File: config.mk
export PLATFORM = sky130hd
export DESIGN_NAME = ppdr_cfg
export DESIGN_NICKNAME = d
export VERILOG_FILES = /design/src/design/ppdr_pkg.sv /design/src/design/ppdr_cfg.sv
export SDC_FILE = /design/constraint.sdc
export NUM_CORES = 1
export LEC_CHECK = 0
export BUFFER_PORTS_ARGS = -buffer_cell sky130_fd_sc_hd__buf_2
export CAP_MARGIN = 20
export CORE_AREA = 2 2 74 76
export DETAILED_ROUTE_END_ITERATION = 8
export DIE_AREA = 0 0 76 78
export HOLD_SLACK_MARGIN = 0.08
export PLACE_DENSITY = 0.73
export SYNTH_ARGS = -nofsm -noshare
export SYNTH_HDL_FRONTEND = slang
export SYNTH_SLANG_ARGS = --single-unit
File: constraint.sdc
create_clock -name clk -period 1.6 [get_ports clk]
set_input_delay 0.48 -clock clk [delete_from_list [all_inputs] [get_ports clk]]
set_output_delay 0.48 -clock clk [all_outputs]
set_load 0.01 [all_outputs]
File: src/design/ppdr_pkg.sv
// Shared types, constants and CORDIC tables for the planar pose integrator.
// Used by ppdr_cfg, ppdr_ctrl, ppdr_dp and planar_pose_dead_reckoning.
// No dependencies.
package ppdr_pkg;

  localparam int CORDIC_STEPS_DEF = 16;
  localparam int CORDIC_STEPS_MAX = 24;

  localparam int CFG_AW = 3;
  localparam logic REG_TIME_STEP    = 1'b0;
  localparam logic REG_HEADING_GAIN = 1'b1;

  localparam logic [15:0] TIME_STEP_RST    = 16'd3277;
  localparam logic [23:0] HEADING_GAIN_RST = 24'd133509;

  // Command group from the sequencer to the datapath
  typedef struct packed {
    logic       load;      // capture a new command beat, seed the rotator
    logic       iter;      // one rotation step
    logic [4:0] step;      // rotation step index
    logic       fix;       // undo the half-turn fold
    logic       mul;       // form partial products of speed term and trig value
    logic       sel_sin;   // 1: work on the sine / y path
    logic       del;       // combine partial products into a rounded delta
    logic       upd;       // update pose state
    logic       load_out;  // copy pose into the output register
  } ppdr_cmd_t;

  // round(atan(2^-i) * 2^32 / (2 pi))
  function automatic logic [31:0] atan_of(input logic [4:0] i);
    logic [31:0] a;
    case (i)
      5'd0:    a = 32'h2000_0000;
      5'd1:    a = 32'h12E4_051E;
      5'd2:    a = 32'h09FB_385B;
      5'd3:    a = 32'h0511_11D4;
      5'd4:    a = 32'h028B_0D43;
      5'd5:    a = 32'h0145_D7E1;
      5'd6:    a = 32'h00A2_F61E;
      5'd7:    a = 32'h0051_7C55;
      5'd8:    a = 32'h0028_BE53;
      5'd9:    a = 32'h0014_5F2F;
      5'd10:   a = 32'h000A_2F98;
      5'd11:   a = 32'h0005_17CC;
      5'd12:   a = 32'h0002_8BE6;
      5'd13:   a = 32'h0001_45F3;
      5'd14:   a = 32'h0000_A2FA;
      5'd15:   a = 32'h0000_517D;
      5'd16:   a = 32'h0000_28BE;
      5'd17:   a = 32'h0000_145F;
      5'd18:   a = 32'h0000_0A30;
      5'd19:   a = 32'h0000_0518;
      5'd20:   a = 32'h0000_028C;
      5'd21:   a = 32'h0000_0146;
      5'd22:   a = 32'h0000_00A3;
      5'd23:   a = 32'h0000_0051;
      default: a = 32'h0000_0000;
    endcase
    return a;
  endfunction

  // Rotator gain K(n) * 2^30; counts below eight use the eight-step value
  function automatic logic signed [33:0] cordic_gain(input int n);
    logic signed [33:0] g;
    if (n <= 8)       g = 34'sd652039507;
    else if (n == 9)  g = 34'sd652034533;
    else if (n == 10) g = 34'sd652033290;
    else if (n == 11) g = 34'sd652032979;
    else if (n == 12) g = 34'sd652032901;
    else if (n == 13) g = 34'sd652032881;
    else if (n == 14) g = 34'sd652032877;
    else              g = 34'sd652032875;
    return g;
  endfunction

endpackage

File: src/design/ppdr_cfg.sv
// APB-style register file: integration time step and heading gain.
// Depends on ppdr_pkg.
module ppdr_cfg
  import ppdr_pkg::*;
(
  input  logic              clk,
  input  logic              rst_n,
  input  logic              psel,
  input  logic              penable,
  input  logic              pwrite,
  input  logic [CFG_AW-1:0] paddr,
  input  logic [31:0]       pwdata,
  output logic [31:0]       prdata,
  output logic              pready,
  output logic [15:0]       time_step,
  output logic [23:0]       heading_gain
);

  logic [15:0] time_step_r, time_step_nxt;
  logic [23:0] heading_gain_r, heading_gain_nxt;
  logic        wr_en;

  assign pready = 1'b1;
  assign wr_en  = psel && penable && pwrite;

  always_comb begin
    time_step_nxt    = time_step_r;
    heading_gain_nxt = heading_gain_r;
    if (wr_en) begin
      unique case (paddr[2])
        REG_TIME_STEP:    time_step_nxt    = pwdata[15:0];
        REG_HEADING_GAIN: heading_gain_nxt = pwdata[23:0];
        default:          time_step_nxt    = time_step_r;
      endcase
    end
  end

  always_comb begin
    unique case (paddr[2])
      REG_TIME_STEP:    prdata = {16'd0, time_step_r};
      REG_HEADING_GAIN: prdata = {8'd0, heading_gain_r};
      default:          prdata = 32'd0;
    endcase
  end

  always_ff @(posedge clk) begin
    if (!rst_n) begin
      time_step_r    <= TIME_STEP_RST;
      heading_gain_r <= HEADING_GAIN_RST;
    end else begin
      time_step_r    <= time_step_nxt;
      heading_gain_r <= heading_gain_nxt;
    end
  end

  assign time_step    = time_step_r;
  assign heading_gain = heading_gain_r;

endmodule

* Yosys cells after proc, flatten, opt, wreduce, memory -nomap -nowiden
Index checks and enable logic that the tools add are counted.
Cells by class: mux-type cells 1, bitwise gates (word level) 1, reductions and logical operators 4
Operators with widths (number):
- one-hot mux 32 bit (2 select lines) | 1
- AND reduction 2 bit | 2
- logical AND 1 bit | 2
- NOT 1 bit | 1
Storage, ports and cells: flip-flop bits (word level) 40, input bits 40, output and inout port bits 73

* Logic depth before layout (Yosys ltp)
Gate-level depths: netlist (run 1).
depth after elaboration 3, mapped depth 5, depth with buffers taken out 2

* Worst setup path before layout (run 1)
OpenSTA, ideal clock, no wires.
kind input port to output port, start input port paddr[2], end output port prdata[10], arrival 1166 ps, path slack -46 ps, stages 3, buffers on the path 2, cells stage by stage buf_6 -> buf_2 -> mux2_2
On the way: word-level cells in the longest chain between the ends 2
RTL lines:
- start: declaration | RTL line ppdr_cfg.sv:11 | input logic [CFG_AW-1:0] paddr,
- NOT 1 bit (no line)
- one-hot mux 32 bit (2 select lines) * | RTL line ppdr_cfg.sv:39 | unique case (paddr[2])
- end: declaration | RTL line ppdr_cfg.sv:13 | output logic [31:0] prdata,
Every way passes the cells marked *; elsewhere a longest branch is shown, timed or not. The select of a mux whose other input is x is not followed.

* Worst setup path in the final report (run 1)
start input port paddr[2], end output port prdata[4]
Same word-level chain as after synthesis.

==> results_dict.tcl, run 1 <==
set metrics [dict create \
    status "complete, but fails checks" \
    violations "setup timing" \
    start_util_pct 39.0 \
    dpl_cell_area_um2 2450 \
    fmax_mhz 604 \
    post-route-drc-count 0 \
    regToRegSetupSlack_ns 0.97 \
    worstReg2RegEnd "time_step[9]" \
    final_common_cell "buf_2" \
    path_class "input port to output port" \
    dr.pass1.iters 4 \
    dieArea_um2 5930 \
    ys_types 17 \
    reg2reg_depth 2 \
    fill_cells 461 \
    gp_congestion 0.665 \
    coreArea_um2 5040 \
    highest_layer "met4" \
    rsz0062_at_grt "true" \
    maxCapViolations 0 \
    wl_met2_um 2290 \
    slew_viol_final 0 \
    period_needed_ns 1.65 \
    start_kind "input port" \
    hold_depth 3 \
    antennaDiodeCount 0 \
    critPathRequiredTime_ns 1.12 \
    place_inst 353 \
    drtIter0Drc 40 \
    wl_per_cell_um 12.9 \
    antenna_found_initial 0 \
    cts_buffer_depth 2 \
    nets 334 \
    yosysSeqAreaShare_pct 40.7 \
    mostFrequentLayoutCells "buf_2, nand2_1, mux2i_1, dfxtp_1, nor2b_1" \
    synthCells 201 \
    hold_viol 0 \
    hold-path-endpoint "heading_gain[22]" \
    critPathCaptureType "output port" \
    yosys_warnings 0 \
    ys_ff_latch 40 \
    io_buffer_count 93 \
    grt_use_total_pct 15.9 \
    finClkSkew_ns 0 \
    dp_hpwl_um 3020 \
    fp.dieW_um 76 \
    finalCritPeriodShare_pct 103 \
    cts_sinks 40 \
    synth_area_per_cell_um2 9.78 \
    cts-root-buf "clkbuf_8" \
    die_h_um 78 \
    p_leak_uw 0.00138 \
    grt_first_pass_wirelength_um 7590 \
    synth_area_um2 1970 \
    powerDensity_nw_per_um2 765 \
    clock_latency_ns 0.28 \
    arrival_ns 1.17 \
    grt_pass1_vias 1578 \
    holdCritStartpoint "pwdata[22]" \
    wl_um 4700 \
    io_pins 113 \
    vias_per_cell 4.49 \
    design_area_um2 2820 \
    drive_above_1_share_pct 43.7 \
    fin_cells 365 \
    cp_max_fo 8 \
    numCtsBuffers 5 \
    ant_nets 0 \
    num_vias 1639 \
    grt_max_degree 69 \
    whs_ns 0.433 \
    wl_met3_um 265 \
    rows 26 \
    clk_pin_slew_worst_paths_ns 0.07 \
    cts_tree "yes" \
    setup_viol 23 \
    r2r_start "time_step[9]" \
    wirelength_met1_um 2130 \
    h-tree-depth 2 \
    syn2layout_area_growth_pct 43.4 \
    hold_class "input port to flop" \
    ir_drop_mv 0.400 \
    grt-ovfl-total 0 \
    timing.final.ws_setup_ns -0.0547 \
]
## per-stage QoR
step	util [%]	power, µW	TNS, ns	setup slack, ns
6_report	55.9	2160	-0.726	-0.0547
5_1_grt	55.9	2240	-0.983	-0.0613
4_1_cts	55.7	2180	-0.757	-0.0570
3_5_place_dp	48.6	1310	-1.79	-0.131
3_3_place_gp	48.6	1310	-1.68	-0.124
2_1_floorplan	-	1230	0	0.00766
## metal layers
layer  vias up  GRT usage (%)
li1        825              -
met1       750           20.1
met2        62           26.4
met3         2           4.30
met4         0           4.91
met5         -              0
## synthesized netlist by cell type, drive strengths merged
cell type | instances | share of area [%]
and2 | 8 | 2.5
and4 | 1 | 0.57
and4b | 1 | 0.51
buf | 20 | 8.0
clkbuf | 3 | 0.57
conb | 2 | 0.38
dfxtp | 40 | 41
mux2 | 16 | 9.2
mux2i | 40 | 20
nand2 | 46 | 8.8
nand4 | 1 | 0.64
nand4b | 1 | 0.76
nor2b | 22 | 7.0
## cell families after synthesis
group	after synthesis	synth area share, %
buffers and inverters	23	8.53
flip-flops	40	40.7
multiplexers	56	29.5
AND/OR/NAND/NOR	80	20.8
other	2	0.382
## registers in the layout, summed over array words and instances (netlist names)
register      cells
heading_gain     24
time_step        16
## worst max path at each step
stage / startpoint / to / slack [ns] / depth (start not counted)
6_report: paddr[2] / prdata[4] / -0.05 / 4
5_1_grt: paddr[2] / prdata[4] / -0.06 / 4
4_1_cts: paddr[2] / prdata[4] / -0.06 / 4
3_5_place_dp: paddr[2] / prdata[4] / -0.13 / 4
3_3_place_gp: paddr[2] / prdata[4] / -0.12 / 4
2_1_floorplan: paddr[2] / prdata[10] / 0.008 / 3
## critical path, cell delays in order
cell,delay (ns)
buf_12,0.12
buf_12,0.15
mux2_4,0.30
buf_6,0.12
## timing repair
| action | CTS | global route |
|---|---|---|
| setup endpoints to repair | 16 | 24 |
| gates cloned | 2 | 0 |
| endpoints found under the hold margin | 0 | 0 |
| resized for setup | 37 | 2 |
| buffers inserted | 2 | 0 |
| hold buffers | 0 | 0 |
## where the power goes
part           internal [µW]  switching, µW
clock network            463            340
registers               1020           16.2
logic                    173            147
## area by class of cell
class | instances | area (µm²) | share of cell area [%]
sequential | 40 | 801 | 28.4
clock inverter | 2 | 35.0 | 1.24
tap | 70 | 87.6 | 3.11
timing repair buffer | 102 | 737 | 26.1
clock buffer | 6 | 72.6 | 2.57
multi-input combinational | 145 | 1090 | 38.5
Note: power is estimated with default switching activity, not from simulation.
==> inputs of run 2 (changes only) <==
--- a/config.mk
+++ b/config.mk
@@ -7,11 +7,11 @@
 export LEC_CHECK = 0
 export BUFFER_PORTS_ARGS = -buffer_cell sky130_fd_sc_hd__buf_2
 export CAP_MARGIN = 20
-export CORE_AREA = 2 2 74 76
+export CORE_AREA = 2 2 70 72
 export DETAILED_ROUTE_END_ITERATION = 8
-export DIE_AREA = 0 0 76 78
+export DIE_AREA = 0 0 72 74
 export HOLD_SLACK_MARGIN = 0.08
-export PLACE_DENSITY = 0.73
+export PLACE_DENSITY = 0.78
 export SYNTH_ARGS = -nofsm -noshare
 export SYNTH_HDL_FRONTEND = slang
 export SYNTH_SLANG_ARGS = --single-unit
==> constraint.sdc (replaced) <==
create_clock -name clk -period 1.8 [get_ports clk]
set_input_delay 0.54 -clock clk [delete_from_list [all_inputs] [get_ports clk]]
set_output_delay 0.54 -clock clk [all_outputs]
set_load 0.01 [all_outputs]
==> run 2 against run 1 <==
Against the previous run:
- the flow now finishes without violations
- sequential share of layout area increased by 2.1 points
- critical path depth unchanged
- final cell count decreased by 4.1%
- hold slack improved by 0.035 ns
- die area decreased by 10%
- setup slack improved by 0.074 ns
- critical path type unchanged
- highest routed layer unchanged
- routed wire length decreased by 8.9%
- first-iteration DRC count increased by 68%
- total power decreased by 13%
- global-route usage decreased by 0.18 points
- count of clock-buffer cells in the layout unchanged
- sequential cell count unchanged
==> results_dict.tcl, run 2 (synthesis gave the netlist of run 1 again) <==
set metrics [dict create \
    num_vias 1647 \
    maxCapViolations 0 \
    mostFrequentLayoutCells "buf_2, nand2_1, mux2i_1, dfxtp_1, nor2b_1" \
    coreArea_um2 4600 \
    powerDensity_nw_per_um2 715 \
    cts-root-buf "clkbuf_8" \
    die_h_um 74 \
    fmax_mhz 562 \
    hold_viol 0 \
    final_common_cell "buf_2" \
    cts_sinks 40 \
    grt_use_total_pct 15.7 \
    wl_met2_um 2050 \
    drtIter0Drc 67 \
    numCtsBuffers 5 \
    nets 335 \
    seq_power_share_pct 48.8 \
    p_clk_share_pct 38.0 \
    design_area_um2 2630 \
    slew_viol_final 0 \
    critPathCaptureType "output port" \
    grt-ovfl-total 0 \
    period_needed_ns 1.78 \
    fin_setup_tns_ns 0 \
    finClkSkew_ns 0 \
    cp_max_fo 6 \
    dp_hpwl_um 3030 \
    wirelength_met1_um 1900 \
    whs_ns 0.468 \
    grt_max_degree 43 \
    vias_per_cell 4.71 \
    clock_latency_ns 0.28 \
    fin_cells 350 \
    p_leak_uw 0.00128 \
    syn2layout_area_growth_pct 33.7 \
    cts_tree "yes" \
    dpl_cell_area_um2 2430 \
    highest_layer "met4" \
    place_inst 338 \
    grt_pass1_vias 1383 \
    finalCritPeriodShare_pct 98.9 \
    ir_drop_mv 0.424 \
    arrival_ns 1.24 \
    cpMaxStageDelayCell "mux2_2" \
    power.internal_uw 1440 \
    dr.pass1.iters 4 \
    cp_num_buf_inv 3 \
    ant_nets 0 \
    start_util_pct 42.7 \
    status "complete, no violations" \
    rows 25 \
    setup_viol 0 \
    h-tree-depth 2 \
    io_buffer_count 93 \
    critPathRequiredTime_ns 1.26 \
    crit_family "buffers and inverters" \
    clk_pin_slew_worst_paths_ns 0.07 \
    wl_per_cell_um 12.2 \
    drive_above_1_share_pct 43.6 \
    power_switching_share_pct 23.3 \
    antenna_found_initial 0 \
    wl_um 4280 \
    largest_reg_flops 24 \
    io_pins 113 \
    combPwrFrac_pct 13.2 \
    antennaDiodeCount 0 \
    path_class "input port to output port" \
    cts_buffer_depth 2 \
    grt_first_pass_wirelength_um 6440 \
    hold_class "flop to flop" \
    path_cells "buf_8 > buf_16 > mux2_2 > buf_2" \
    start_kind "input port" \
    max_stage_delay_ns 0.32 \
    wl_met3_um 294 \
    switchingPower_uw 437 \
    fp.dieW_um 72 \
    cts_hold_buffers 0 \
    p_total_uw 1880 \
    fill_cells 417 \
    post-route-drc-count 0 \
    dieArea_um2 5330 \
    gp_congestion 0.686 \
]
run 2: what timing repair did:
| action | in CTS | in global routing |
|---|---|---|
| buffers inserted | 2 | 0 |
| pin swaps | 0 | 0 |
| endpoints found under the setup margin | 16 | 14 |
| gates resized for setup | 4 | 3 |
| cloned | 2 | 0 |
run 2: metal layers:
layer / GRT usage (%) / up-vias
met5: 0 / -
met4: 4.40 / 0
met3: 4.20 / 4
met2: 25.9 / 63
met1: 20.4 / 750
li1: - / 830
run 2: path summary, 6_finish.rpt:
kind                                        from               end  slack [ns]  depth (start not counted)
worst max register to register   heading_gain[8]   heading_gain[8]        1.15                          2
worst min-delay path            heading_gain[18]  heading_gain[18]        0.47                          2
worst max-delay path                    paddr[2]        prdata[13]        0.02                          4
worst min register to register  heading_gain[18]  heading_gain[18]        0.47                          2
run 2: cell type report:
cell class | count | area [µm²] | share of cell area [%]
clock buffers | 6 | 72.6 | 2.76
repair buffers | 103 | 628 | 23.9
well taps | 54 | 67.6 | 2.57
flip-flops and latches | 40 | 801 | 30.5
multi-input cells | 145 | 1020 | 39.0
clock inverters | 2 | 35.0 | 1.33
run 2: worst reg2reg max path: stages, from the launching register on:
cell	delay (ns)
dfxtp_1	0.34
nor2b_1	0.13
mux2i_1	0.07
run 2: stage by stage:
stage	setup WS [ns]	util, %
final	0.0197	57.1
after global routing	-0.00641	57.1
after CTS	0.00112	56.8
after detailed placement	-0.0593	52.8
after global placement	-0.0374	52.8
after floorplan	0.0339	-
run 2: power by group through the flow:
stage | Clock [µW] | Sequential (µW) | Combinational, µW
final | 713 | 918 | 248
after global routing | 777 | 921 | 271
after CTS | 732 | 918 | 249
after detailed placement | 0 | 938 | 227
after global placement | 0 | 937 | 222
after floorplan | 0 | 946 | 143
