===== src/design/ppdr_pkg.sv =====
// Shared types, constants and CORDIC tables for the planar pose integrator.
// Used by ppdr_cfg, ppdr_ctrl, ppdr_dp and planar_pose_dead_reckoning.
// No dependencies.
package ppdr_pkg;

  localparam int CORDIC_STEPS_DEF = 16;
  localparam int CORDIC_STEPS_MAX = 24;

  localparam int CFG_AW = 3;
  localparam logic REG_TIME_STEP    = 1'b0;
  localparam logic REG_HEADING_GAIN = 1'b1;

  localparam logic [15:0] TIME_STEP_RST    = 16'd3277;
  localparam logic [23:0] HEADING_GAIN_RST = 24'd133509;

  // Command group from the sequencer to the datapath
  typedef struct packed {
    logic       load;      // capture a new command beat, seed the rotator
    logic       iter;      // one rotation step
    logic [4:0] step;      // rotation step index
    logic       fix;       // undo the half-turn fold
    logic       mul;       // form partial products of speed term and trig value
    logic       sel_sin;   // 1: work on the sine / y path
    logic       del;       // combine partial products into a rounded delta
    logic       upd;       // update pose state
    logic       load_out;  // copy pose into the output register
  } ppdr_cmd_t;

  // round(atan(2^-i) * 2^32 / (2 pi))
  function automatic logic [31:0] atan_of(input logic [4:0] i);
    logic [31:0] a;
    case (i)
      5'd0:    a = 32'h2000_0000;
      5'd1:    a = 32'h12E4_051E;
      5'd2:    a = 32'h09FB_385B;
      5'd3:    a = 32'h0511_11D4;
      5'd4:    a = 32'h028B_0D43;
      5'd5:    a = 32'h0145_D7E1;
      5'd6:    a = 32'h00A2_F61E;
      5'd7:    a = 32'h0051_7C55;
      5'd8:    a = 32'h0028_BE53;
      5'd9:    a = 32'h0014_5F2F;
      5'd10:   a = 32'h000A_2F98;
      5'd11:   a = 32'h0005_17CC;
      5'd12:   a = 32'h0002_8BE6;
      5'd13:   a = 32'h0001_45F3;
      5'd14:   a = 32'h0000_A2FA;
      5'd15:   a = 32'h0000_517D;
      5'd16:   a = 32'h0000_28BE;
      5'd17:   a = 32'h0000_145F;
      5'd18:   a = 32'h0000_0A30;
      5'd19:   a = 32'h0000_0518;
      5'd20:   a = 32'h0000_028C;
      5'd21:   a = 32'h0000_0146;
      5'd22:   a = 32'h0000_00A3;
      5'd23:   a = 32'h0000_0051;
      default: a = 32'h0000_0000;
    endcase
    return a;
  endfunction

  // Rotator gain K(n) * 2^30; counts below eight use the eight-step value
  function automatic logic signed [33:0] cordic_gain(input int n);
    logic signed [33:0] g;
    if (n <= 8)       g = 34'sd652039507;
    else if (n == 9)  g = 34'sd652034533;
    else if (n == 10) g = 34'sd652033290;
    else if (n == 11) g = 34'sd652032979;
    else if (n == 12) g = 34'sd652032901;
    else if (n == 13) g = 34'sd652032881;
    else if (n == 14) g = 34'sd652032877;
    else              g = 34'sd652032875;
    return g;
  endfunction

endpackage


===== src/design/ppdr_ctrl.sv =====
// Sequencer for the pose integrator: steps the rotator, the multiply and
// update phases, and owns the stream handshakes. Depends on ppdr_pkg.
module ppdr_ctrl
  import ppdr_pkg::*;
#(
  parameter int CORDIC_STEPS = CORDIC_STEPS_DEF
) (
  input  logic      clk,
  input  logic      rst_n,
  input  logic      in_tvalid,
  output logic      in_tready,
  output logic      out_tvalid,
  input  logic      out_tready,
  output ppdr_cmd_t cmd
);

  localparam int STEPS  = (CORDIC_STEPS > CORDIC_STEPS_MAX) ? CORDIC_STEPS_MAX :
                          ((CORDIC_STEPS < 1) ? 1 : CORDIC_STEPS);
  localparam int STEP_W = (STEPS > 1) ? $clog2(STEPS) : 1;
  localparam logic [STEP_W-1:0] LAST_STEP = STEP_W'(STEPS - 1);

  typedef enum logic [8:0] {
    S_IDLE = 9'b000000001,
    S_CORD = 9'b000000010,
    S_FIX  = 9'b000000100,
    S_MULC = 9'b000001000,
    S_DELC = 9'b000010000,
    S_MULS = 9'b000100000,
    S_DELS = 9'b001000000,
    S_UPD  = 9'b010000000,
    S_OUT  = 9'b100000000
  } state_t;

  state_t             state_r, state_nxt;
  logic [STEP_W-1:0]  step_r, step_nxt;
  logic               out_valid_r, out_valid_nxt;

  always_comb begin
    state_nxt    = state_r;
    step_nxt     = step_r;
    cmd          = '0;
    cmd.step     = 5'(step_r);
    in_tready    = 1'b0;
    unique case (state_r)
      S_IDLE: begin
        in_tready = 1'b1;
        if (in_tvalid) begin
          cmd.load  = 1'b1;
          step_nxt  = '0;
          state_nxt = S_CORD;
        end
      end
      S_CORD: begin
        cmd.iter = 1'b1;
        if (step_r == LAST_STEP) begin
          state_nxt = S_FIX;
        end else begin
          step_nxt = step_r + 1'b1;
        end
      end
      S_FIX: begin
        cmd.fix   = 1'b1;
        state_nxt = S_MULC;
      end
      S_MULC: begin
        cmd.mul   = 1'b1;
        state_nxt = S_DELC;
      end
      S_DELC: begin
        cmd.del   = 1'b1;
        state_nxt = S_MULS;
      end
      S_MULS: begin
        cmd.mul     = 1'b1;
        cmd.sel_sin = 1'b1;
        state_nxt   = S_DELS;
      end
      S_DELS: begin
        cmd.del     = 1'b1;
        cmd.sel_sin = 1'b1;
        state_nxt   = S_UPD;
      end
      S_UPD: begin
        cmd.upd   = 1'b1;
        state_nxt = S_OUT;
      end
      S_OUT: begin
        // hold the new pose until the output slot is free
        if (!out_valid_r || out_tready) begin
          cmd.load_out = 1'b1;
          state_nxt    = S_IDLE;
        end
      end
      default: state_nxt = S_IDLE;
    endcase
  end

  always_comb begin
    if (cmd.load_out) begin
      out_valid_nxt = 1'b1;
    end else if (out_tready) begin
      out_valid_nxt = 1'b0;
    end else begin
      out_valid_nxt = out_valid_r;
    end
  end

  always_ff @(posedge clk) begin
    if (!rst_n) begin
      state_r     <= S_IDLE;
      step_r      <= '0;
      out_valid_r <= 1'b0;
    end else begin
      state_r     <= state_nxt;
      step_r      <= step_nxt;
      out_valid_r <= out_valid_nxt;
    end
  end

  assign out_tvalid = out_valid_r;

endmodule


===== config.mk =====
export PLATFORM = sky130hd
export DESIGN_NAME = ppdr_ctrl
export DESIGN_NICKNAME = d
export VERILOG_FILES = /design/src/design/ppdr_pkg.sv /design/src/design/ppdr_ctrl.sv
export SDC_FILE = /design/constraint.sdc
export NUM_CORES = 1
export LEC_CHECK = 0
export BUFFER_PORTS_ARGS = -buffer_cell sky130_fd_sc_hd__buf_2
export CORE_UTILIZATION = 36
export DETAILED_ROUTE_END_ITERATION = 10
export GPL_TIMING_DRIVEN = 0
export PLACE_DENSITY_LB_ADDON = 0.2
export SETUP_SLACK_MARGIN = 0.5
export SYNTH_ARGS = -nofsm -noshare
export SYNTH_HDL_FRONTEND = slang
export SYNTH_SLANG_ARGS = --single-unit

===== constraint.sdc =====
create_clock -name clk -period 5.5 [get_ports clk]
set_clock_uncertainty 0.1 [all_clocks]
set_input_delay 0.55 -clock clk [delete_from_list [all_inputs] [get_ports clk]]
set_output_delay 0.55 -clock clk [all_outputs]
set_load 0.05 [all_outputs]

== Word-level counts from Yosys, hierarchy flattened ==
Cells that the tools add are included.
Storage, ports and cells
  logic and storage cells: 47
  flip-flop bits (word level): 14
  bits of input ports: 4
Cells by class
  eq/ne operators: 14
  add/subtract/negate cells: 1
  multiplexer cells: 20
  reductions and logical operators: 9
Operator list (count)
  $pmux W9 S9: 1
  $mux W9: 3
  $mux W1: 13
  $eq A9 B1 Y1 const B: 1
  $eq A9 B2 Y1 const B: 1
  $eq A9 B3 Y1 const B: 1
  $eq A9 B4 Y1 const B: 1
  $eq A9 B5 Y1 const B: 1
  $eq A9 B6 Y1 const B: 1
  $eq A9 B7 Y1 const B: 1
  $eq A9 B8 Y1 const B: 1
  $eq A9 B9 Y1 const B: 1
  $mux W4: 2
  $ne A2 B2 Y1 const B: 4
  $pmux W4 S2: 1
  $reduce_and A3 Y1: 2
  $reduce_or A2 Y1: 3
  $add A4 B1 Y4 const B: 1
  $eq A4 B4 Y1 const B: 1
  $reduce_bool A2 Y1: 2
  $logic_not A1 Y1: 1
  $logic_or A1 B1 Y1: 1

== Depth between registers and ports, before layout ==
Gate-level depths: netlist (run 1).
  word-level depth: 5
  depth in mapped cells: 5

== Worst setup path before layout (run 1) ==
Ideal clock, no wire load.
  path type: register to output
  start: register state_r[0]
  end: output cmd[12] (netlist name)
  data arrival time: 2.333 ns
  stages on the path, launching flop included: 5
  required time: 4.850 ns
  setup slack: 2.517 ns
  cell sequence: dfxtp_1 -> clkbuf_4 -> or4b_2 -> nor2_1 -> and2_1
RTL lines
  start: declaration: line ppdr_ctrl.sv:34  | state_t state_r, state_nxt;
  start signal: assignment: line ppdr_ctrl.sv:114  | state_r <= state_nxt;
  end: declaration: line ppdr_ctrl.sv:14  | output ppdr_cmd_t cmd

==> results.yml, run 1 <==
power_and_ir_drop:
  seq_power_share: 0.399
  power_uw: 279.1
  power_density_nw_per_um2: 294.3
  switchingPower_uw: 111.0
  clkPwrFrac: 0.209
  ir_drop_mv: 0.1847
  p_leak_nw: 0.4028
  comb_power_share: 0.393
  p_int_uw: 168.1
  switching_share: 0.3977
cells_and_area:
  layout_common_cells: "buf_2 (17), dfxtp_1 (14), nor2_1 (10), nand2_1 (9), nand4b_1 (5)"
  syn_to_final_growth_pct: 17.52
  final_cells: 139
  regArea_um2: 280.3
  drive_above_1_share: 0.2857
  multi_input_area_um2: 496.7
  diodes: 0
  fin_nets: 119
  final_common_cell: "buf_2"
  fillers: 210
yosys:
  synth_seq_area_share: 0.3473
  synth_seq_cells: 14
  syn_area_um2: 807.0
  synth_cells: 92
  ys_warn_count: 0
  syn_area_per_cell_um2: 8.772
  syn-num-nets: 97
  synth.distinct_cells: 37
placed_design:
  routabilityCongestion: 0.8498
  placed_cells: 136
  place_ws_ns: 3.013
  dp_hpwl_mm: 1.297
  io_buffers: 17
setup_path:
  crit_path_end_kind: "primary output"
  cp_max_fo: 7
  path_class: "register to primary output"
  start_kind: "register"
  arrival_ns: 2.14
  cp.required_ns: 4.85
detailed_routing:
  first_pass_iters: 4
  drt-wirelength-per-cell_um: 12.84
  drc: 0
  wirelength_mm: 1.785
  vias: 763
  vias_per_cell: 5.489
  ant_nets: 0
  first_iter_violations: 16
grt:
  grt_usage: 0.1534
  grt_pass1_vias: 634
  grt_max_degree: 11
  grt_overflow_total: 0
  grt_pass1_wl_mm: 2.870
  antenna_found_initial: 0
die:
  die_area_um2: 2435
  die_h_um: 49.35
  die_x_um: 49.35
  rows: 16
  initial_core_util: 0.3952
  core_um2: 2042
  io_pins: 19
sta:
  setup_tns_ns: 0
  fin_crit_sh: 0.5081
  setup_viol: 0
  max_freq_mhz: 357.8
  rsz0062_at_grt: "no"
  min_period_ns: 2.795
  whs_ns: 0.4234
  drv_slew: 0
  hold_violations: 0
  setup_ws_ns: 2.705
clock_network:
  cts_root_buf: "clkbuf_4"
  htreeDepth: 1
  holdBufCountCts: 0
  clk_pin_slew_ns: 0.08
  cts_setup_buffers: 0
  numCtsBuffers: 3
  cts_tree: "built"
  cts_buffer_depth: 2
  clk_latency_ns: 0.28
  ctsResizeCount: 0
  cts.sinks: 14
hold_path:
  hp-class: "register to register"
outcome:
  status: "finished, final reports clean"
run:
  max_cap_violations: 0
==> worst max-delay path, stage by stage, from the launching register on <==
cell	delay, ns
dfxtp_1	0.38
or4_2	0.73
or3_1	0.42
nand2_1	0.07
buf_2	0.26
==> layout make-up <==
type | instances | area share
Multi-Input combinational cell | 73 | 0.5237
Sequential cell | 14 | 0.2955
Inverter | 1 | 0.003958
Clock buffer | 3 | 0.02375
Tap cell | 27 | 0.03562
Timing Repair Buffer | 17 | 0.08971
Buffer | 4 | 0.02770
==> flip-flops by register name, summed over array words and instances (netlist names) <==
name,count
state_r,9
step_r,4
out_tvalid,1
==> path summary, 6_finish.rpt <==
check                   from    endpoint  slack (ns)  depth (start not counted)
setup / recovery  state_r[1]      cmd[3]        2.71                          4
hold / removal     step_r[3]   step_r[3]        0.42                          1
setup reg to reg  state_r[1]  state_r[3]        3.50                          4
hold reg to reg    step_r[3]   step_r[3]        0.42                          1
==> logic make-up after synthesis <==
| logic type | synth area share |
|---|---|
| flip-flops | 0.3473 |
| AO/OA/AOI/OAI | 0.1302 |
| XOR/XNOR | 0.02171 |
| adder cells (fa/ha/maj) | 0.01550 |
| multiplexers | 0.02481 |
| other | 0.004647 |
| AND/OR/NAND/NOR | 0.4186 |
| buffers and inverters | 0.03720 |
==> metal layers <==
metal	vias to the layer above	GRT usage	wire length (µm)
met2	20	0.2169	768
li1	389	-	-
met5	-	0	0
met4	0	0.05882	11
met1	352	0.2233	934
met3	2	0.03115	71
==> through the flow <==
stage / instance area (µm²) / util
floorplan: 807.0 / -
CTS: 948.4 / 0.4645
global placement: 925.9 / 0.4534
finish: 948.4 / 0.4645
global route: 948.4 / 0.4645
detailed placement: 925.9 / 0.4534
==> synthesized netlist by cell type <==
master,instances,area (µm²)
dfxtp_1,14,280.3
nor2_1,10,37.54
nand2_1,9,33.78
nand4b_1,5,43.79
a21oi_1,4,20.02
nand3_1,4,20.02
nor3_1,4,20.02
nand2b_1,3,18.77
or4b_2,3,30.03
a311oi_1,2,17.52
a31oi_1,2,12.51
buf_4,2,15.01
mux2i_1,2,20.02
nor2b_1,2,12.51
nor4_1,2,12.51
or3_1,2,12.51
xor2_1,2,17.52
a41oi_1,1,8.760
and2_1,1,6.260
and4b_1,1,10.01
clkbuf_1,1,3.750
clkbuf_4,1,7.510
conb_1,1,3.750
ha_1,1,12.51
inv_1,1,3.750
nand3b_1,1,7.510
nor3b_1,1,7.510
nor4_4,1,21.27
nor4bb_1,1,10.01
o21a_1,1,7.510
o21ai_2,1,8.760
o221a_2,1,11.26
o31ai_1,1,7.510
o41a_1,1,11.26
or3_4,1,11.26
or4_2,1,8.760
or4b_4,1,13.76
==> power groups by stage <==
stage / clock (mW) / combinational [mW] / sequential (mW)
3_5_place_dp: 0 / 0.108 / 0.113
4_1_cts: 0.0598 / 0.108 / 0.111
2_1_floorplan: 0 / 0.0876 / 0.113
3_3_place_gp: 0 / 0.108 / 0.114
6_report: 0.0583 / 0.110 / 0.111
5_1_grt: 0.0662 / 0.118 / 0.112
Power figures use the tool's default switching activity.
==> inputs of run 2 (changes only) <==
==> constraint.sdc (replaced) <==
create_clock -name clk -period 2.5 [get_ports clk]
set_clock_uncertainty 0.1 [all_clocks]
set_input_delay 0.25 -clock clk [delete_from_list [all_inputs] [get_ports clk]]
set_output_delay 0.25 -clock clk [all_outputs]
set_load 0.05 [all_outputs]
==> run 2 against run 1 <==
Routed wire length is 24% higher; critical path depth is 1 higher; setup slack worse by 2.4 ns; combinational power grew to 3.6 times the previous value; register-to-register slack worse by 3.0 ns; hold slack worse by 0.26 ns; via count is 11% higher; non-clock buffer count is 17 higher; cell area is 35% higher; first-iteration DRC count is 44% lower; clock power grew to 2.8 times the previous value; sequential power is 120% higher.
==> results.yml, run 2 (synthesis results as in run 1) <==
outcome:
  status: "finished, final reports clean"
cells_and_area:
  syn_to_final_growth_pct: 58.91
  largest_register: "state_r"
  fin_nets: 136
  layout_common_cells: "buf_4 (20), buf_2 (8), nor2_1 (7), nand2_1 (7), dfxtp_1 (6)"
  fillers: 178
  largest_reg_flops: 9
  utilization: 0.6281
  final_common_cell: "buf_4"
  drive_above_1_share: 0.5538
  diodes: 0
power_and_ir_drop:
  comb_power_share: 0.492
  p_leak_nw: 0.5423
  p_int_uw: 512.9
  clkPwrFrac: 0.203
  power_uw: 806.9
  ir_drop_mv: 0.3750
  seq_power_share: 0.305
  switching_share: 0.3644
  power_density_nw_per_um2: 629.1
  switchingPower_uw: 294.0
detailed_routing:
  ant_nets: 0
  drt-wirelength-per-cell_um: 14.13
  drc: 0
  vias: 846
  wirelength_mm: 2.218
  first_iter_violations: 9
  first_pass_iters: 4
  vias_per_cell: 5.389
sta:
  min_period_ns: 2.199
  rsz0062_at_grt: "yes"
  setup_viol: 0
  setup_ws_ns: 0.3005
  whs_ns: 0.1628
  setup_tns_ns: 0
  drv_slew: 0
  hold_violations: 0
  max_freq_mhz: 454.7
  fin_crit_sh: 0.8798
clock_network:
  numCtsBuffers: 3
  cts_root_buf: "clkbuf_4"
  cts_tree: "built"
  clk_pin_slew_ns: 0.09
  cts_buffer_depth: 2
  holdBufCountCts: 0
  cts.sinks: 14
  htreeDepth: 1
  clk_latency_ns: 0.27
setup_path:
  slowest_delay_ns: 0.48
  path_class: "register to primary output"
  worstPathCellList: "buf_8, or4b_4, or3_4, nand2_2, buf_8"
  crit_top_cell: "buf_8"
  timing.critical_path.slowest_stage_cell: "or4b_4"
  start_kind: "register"
  cp.required_ns: 2.15
  crit_path_end_kind: "primary output"
  path_delay_family: "simple AND/OR/NAND/NOR gates"
  critical_path_buf_inv_count: 2
  arrival_ns: 1.85
  cp_max_fo: 4
die:
  core_um2: 2042
  die_x_um: 49.35
  initial_core_util: 0.3952
  rows: 16
  die_area_um2: 2435
  die_h_um: 49.35
  io_pins: 19
grt:
  antenna_found_initial: 0
  grt_pass1_vias: 827
  grt_usage: 0.1966
  grt_overflow_total: 0
  grt_max_degree: 11
  grt_pass1_wl_mm: 3.705
placed_design:
  routabilityCongestion: 0.7673
  io_buffers: 17
  place_ws_ns: 0.2999
  dp_hpwl_mm: 1.340
hold_path:
  hp-class: "input port to register"
run:
  max_cap_violations: 0
[run 2: changes by cell type in the layout (fill, tap and decap cells not counted), moves of 4 or more]
cell and change:
buf_2 -9, buf_4 +18, buf_6 +4, buf_8 +5
dfxtp_1 -8, dfxtp_2 +4, dfxtp_4 +4
[run 2: path summary, 6_finish.rpt]
| check | cells after the start | to | slack, ns | from |
|---|---|---|---|---|
| max | 5 | cmd[3] | 0.30 | state_r[0] |
| min | 2 | state_r[8] | 0.16 | rst_n |
| min reg2reg | 2 | step_r[1] | 0.43 | step_r[1] |
| max reg2reg | 6 | step_r[0] | 0.51 | state_r[2] |
[run 2: area by class of cell]
cell class / instances / area (µm²) / area share
Sequential cell: 14 / 300.3 / 0.2341
Timing Repair Buffer: 34 / 280.3 / 0.2185
Multi-Input combinational cell: 73 / 593.1 / 0.4624
Tap cell: 27 / 33.78 / 0.02634
Clock buffer: 4 / 36.28 / 0.02829
Buffer: 4 / 35.03 / 0.02732
Inverter: 1 / 3.754 / 0.002927
[run 2: per-stage QoR]
stage | cells | cell area, µm²
floorplan | 92 | 822.0
global placement | 136 | 940.9
detailed placement | 136 | 940.9
CTS | 152 | 1214
global route | 157 | 1282
finish | 157 | 1282
[run 2: timing repair]
item / CTS / global route
buffers inserted: 12 / 5
resized for setup: 44 / 9
setup endpoints to repair: 12 / 11
pin swaps: 10 / 7
[run 2: power groups by stage]
stage	clock [mW]	combinational (mW)	sequential (mW)
2_1_floorplan	0	0.204	0.249
3_3_place_gp	0	0.251	0.250
3_5_place_dp	0	0.252	0.249
4_1_cts	0.167	0.350	0.246
5_1_grt	0.179	0.419	0.248
6_report	0.164	0.397	0.246
[run 2: layer usage]
layer / vias up / part of all wire / track usage
li1: 424 / - / -
met1: 397 / 0.44 / 0.2542
met2: 21 / 0.50 / 0.3242
met3: 4 / 0.045 / 0.03738
met4: 0 / 0.012 / 0.06373
met5: - / 0 / 0
==> inputs of run 3 (changes only) <==
--- a/config.mk
+++ b/config.mk
@@ -6,11 +6,10 @@
 export NUM_CORES = 1
 export LEC_CHECK = 0
 export BUFFER_PORTS_ARGS = -buffer_cell sky130_fd_sc_hd__buf_2
-export CORE_UTILIZATION = 36
+export CORE_UTILIZATION = 40
 export DETAILED_ROUTE_END_ITERATION = 10
 export GPL_TIMING_DRIVEN = 0
 export PLACE_DENSITY_LB_ADDON = 0.2
-export SETUP_SLACK_MARGIN = 0.5
 export SYNTH_ARGS = -nofsm -noshare
 export SYNTH_HDL_FRONTEND = slang
 export SYNTH_SLANG_ARGS = --single-unit
==> run 3 against run 2 <==
Critical path depth did not move; non-clock buffer count fell by 17; cell count fell by 13%; global-route usage fell by 0.20 points; power fell by 23%; routed wire length fell by 17%; register-to-register slack got worse by 0.05 ns; combinational power fell by 38%; core utilization fell by 9.2 points; fmax fell by 9.4%; critical path type unchanged; largest power group unchanged; highest routed layer unchanged.
==> results.yml, run 3 (synthesis results as in run 1) <==
detailed_routing:
  vias_per_cell: 5.650
  drt-wirelength-per-cell_um: 13.39
  drc: 0
  first_iter_violations: 15
  first_pass_iters: 4
  ant_nets: 0
  vias: 774
  wirelength_mm: 1.834
grt:
  antenna_found_initial: 0
  grt_pass1_vias: 659
  grt_max_degree: 11
  grt_overflow_total: 0
  grt_usage: 0.1946
  grt_pass1_wl_mm: 2.939
clock_network:
  clk_latency_ns: 0.28
  cts_buffer_depth: 2
  holdBufCountCts: 0
  numCtsBuffers: 3
  cts_root_buf: "clkbuf_4"
  cts_setup_buffers: 0
  cts_tree: "built"
  cts.sinks: 14
  htreeDepth: 1
  clk_pin_slew_ns: 0.09
run:
  max_cap_violations: 0
cells_and_area:
  final_common_cell: "dfxtp_1"
  diodes: 0
  syn_to_final_growth_pct: 19.69
  final_area_um2: 965.9
  drive_above_1_share: 0.3125
  fin_nets: 119
  fillers: 187
  layout_common_cells: "dfxtp_1 (14), buf_2 (13), nand2_1 (9), nor2_1 (8), clkbuf_4 (6)"
  largest_reg_flops: 9
  largest_register: "state_r"
sta:
  fin_crit_sh: 0.9712
  setup_viol: 0
  rsz0062_at_grt: "yes"
  hold_violations: 0
  drv_slew: 0
  max_freq_mhz: 411.9
  min_period_ns: 2.428
  setup_ws_ns: 0.07195
power_and_ir_drop:
  p_int_uw: 371.9
  p_leak_nw: 0.4048
  ir_drop_mv: 0.3159
  power_density_nw_per_um2: 640.0
  switchingPower_uw: 246.3
  seq_power_share: 0.396
  clkPwrFrac: 0.206
  comb_power_share: 0.398
  switching_share: 0.3984
setup_path:
  path_delay_family: "simple AND/OR/NAND/NOR gates"
  cp_max_fo: 9
  timing.critical_path.slowest_stage_cell: "or4b_2"
  arrival_ns: 2.08
  worstPathCellList: "clkbuf_4, or4b_2, or3_4, nand2_1, buf_4"
  path_class: "register to primary output"
  critical_path_buf_inv_count: 2
  crit_path_end_kind: "primary output"
  ff2ff_setup_slack_ns: 0.46
  start_kind: "register"
  slowest_delay_ns: 0.69
  cp.required_ns: 2.15
die:
  die_h_um: 46.92
  io_pins: 19
  core_um2: 1802
  rows: 15
  die_x_um: 46.92
  initial_core_util: 0.4479
  die_area_um2: 2201
placed_design:
  place_ws_ns: 0.3096
  postPlaceCellArea_um2: 925.9
  dp_hpwl_mm: 1.401
  io_buffers: 17
  routabilityCongestion: 0.7414
hold_path:
  hp-class: "input port to register"
outcome:
  status: "finished, final reports clean"
run 3: cell type report:
type	count	area, µm²	share of cell area
Sequential cell	14	280.3	0.2902
Buffer	4	26.28	0.02720
Clock buffer	3	22.52	0.02332
Inverter	1	3.754	0.003886
Timing Repair Buffer	17	95.09	0.09845
Tap cell	25	31.28	0.03238
Multi-Input combinational cell	73	506.7	0.5246
run 3: timing repair:
action,CTS,global route
endpoints found under the hold margin,0,0
setup endpoints to repair,2,4
gates resized for setup,2,4
run 3: path summary, 6_finish.rpt:
kind,startpoint,to,cells past startpoint
hold reg to reg,step_r[1],step_r[1],2
setup reg to reg,state_r[1],state_r[7],4
hold / removal,rst_n,state_r[8],2
setup / recovery,state_r[0],cmd[3],5
run 3: power by group through the flow:
stage               Clock (mW)  Combinational, mW  Sequential [mW]
global route             0.143              0.268            0.247
CTS                      0.132              0.245            0.245
finish                   0.127              0.246            0.245
global placement             0              0.240            0.250
detailed placement           0              0.245            0.250
floorplan                    0              0.196            0.249
run 3: per-stage QoR:
step	cells	utilization	hold WS, ns	TNS, ns	power [mW]
2_1_floorplan	92	-	0.2677	0	0.4443
5_1_grt	137	0.5361	0.1601	-0.002069	0.6581
3_3_place_gp	134	0.5139	0.3897	0	0.4895
4_1_cts	137	0.5292	0.1553	0	0.6211
6_report	137	0.5361	0.1692	0	0.6182
3_5_place_dp	134	0.5139	0.4026	0	0.4948
run 3: routing by layer:
layer | vias to the layer above | share of wire | track usage
met5 | - | 0 | 0
met4 | 0 | 0.018 | 0.1029
met3 | 4 | 0.043 | 0.03462
met2 | 22 | 0.44 | 0.2833
met1 | 358 | 0.50 | 0.2727
li1 | 390 | - | -
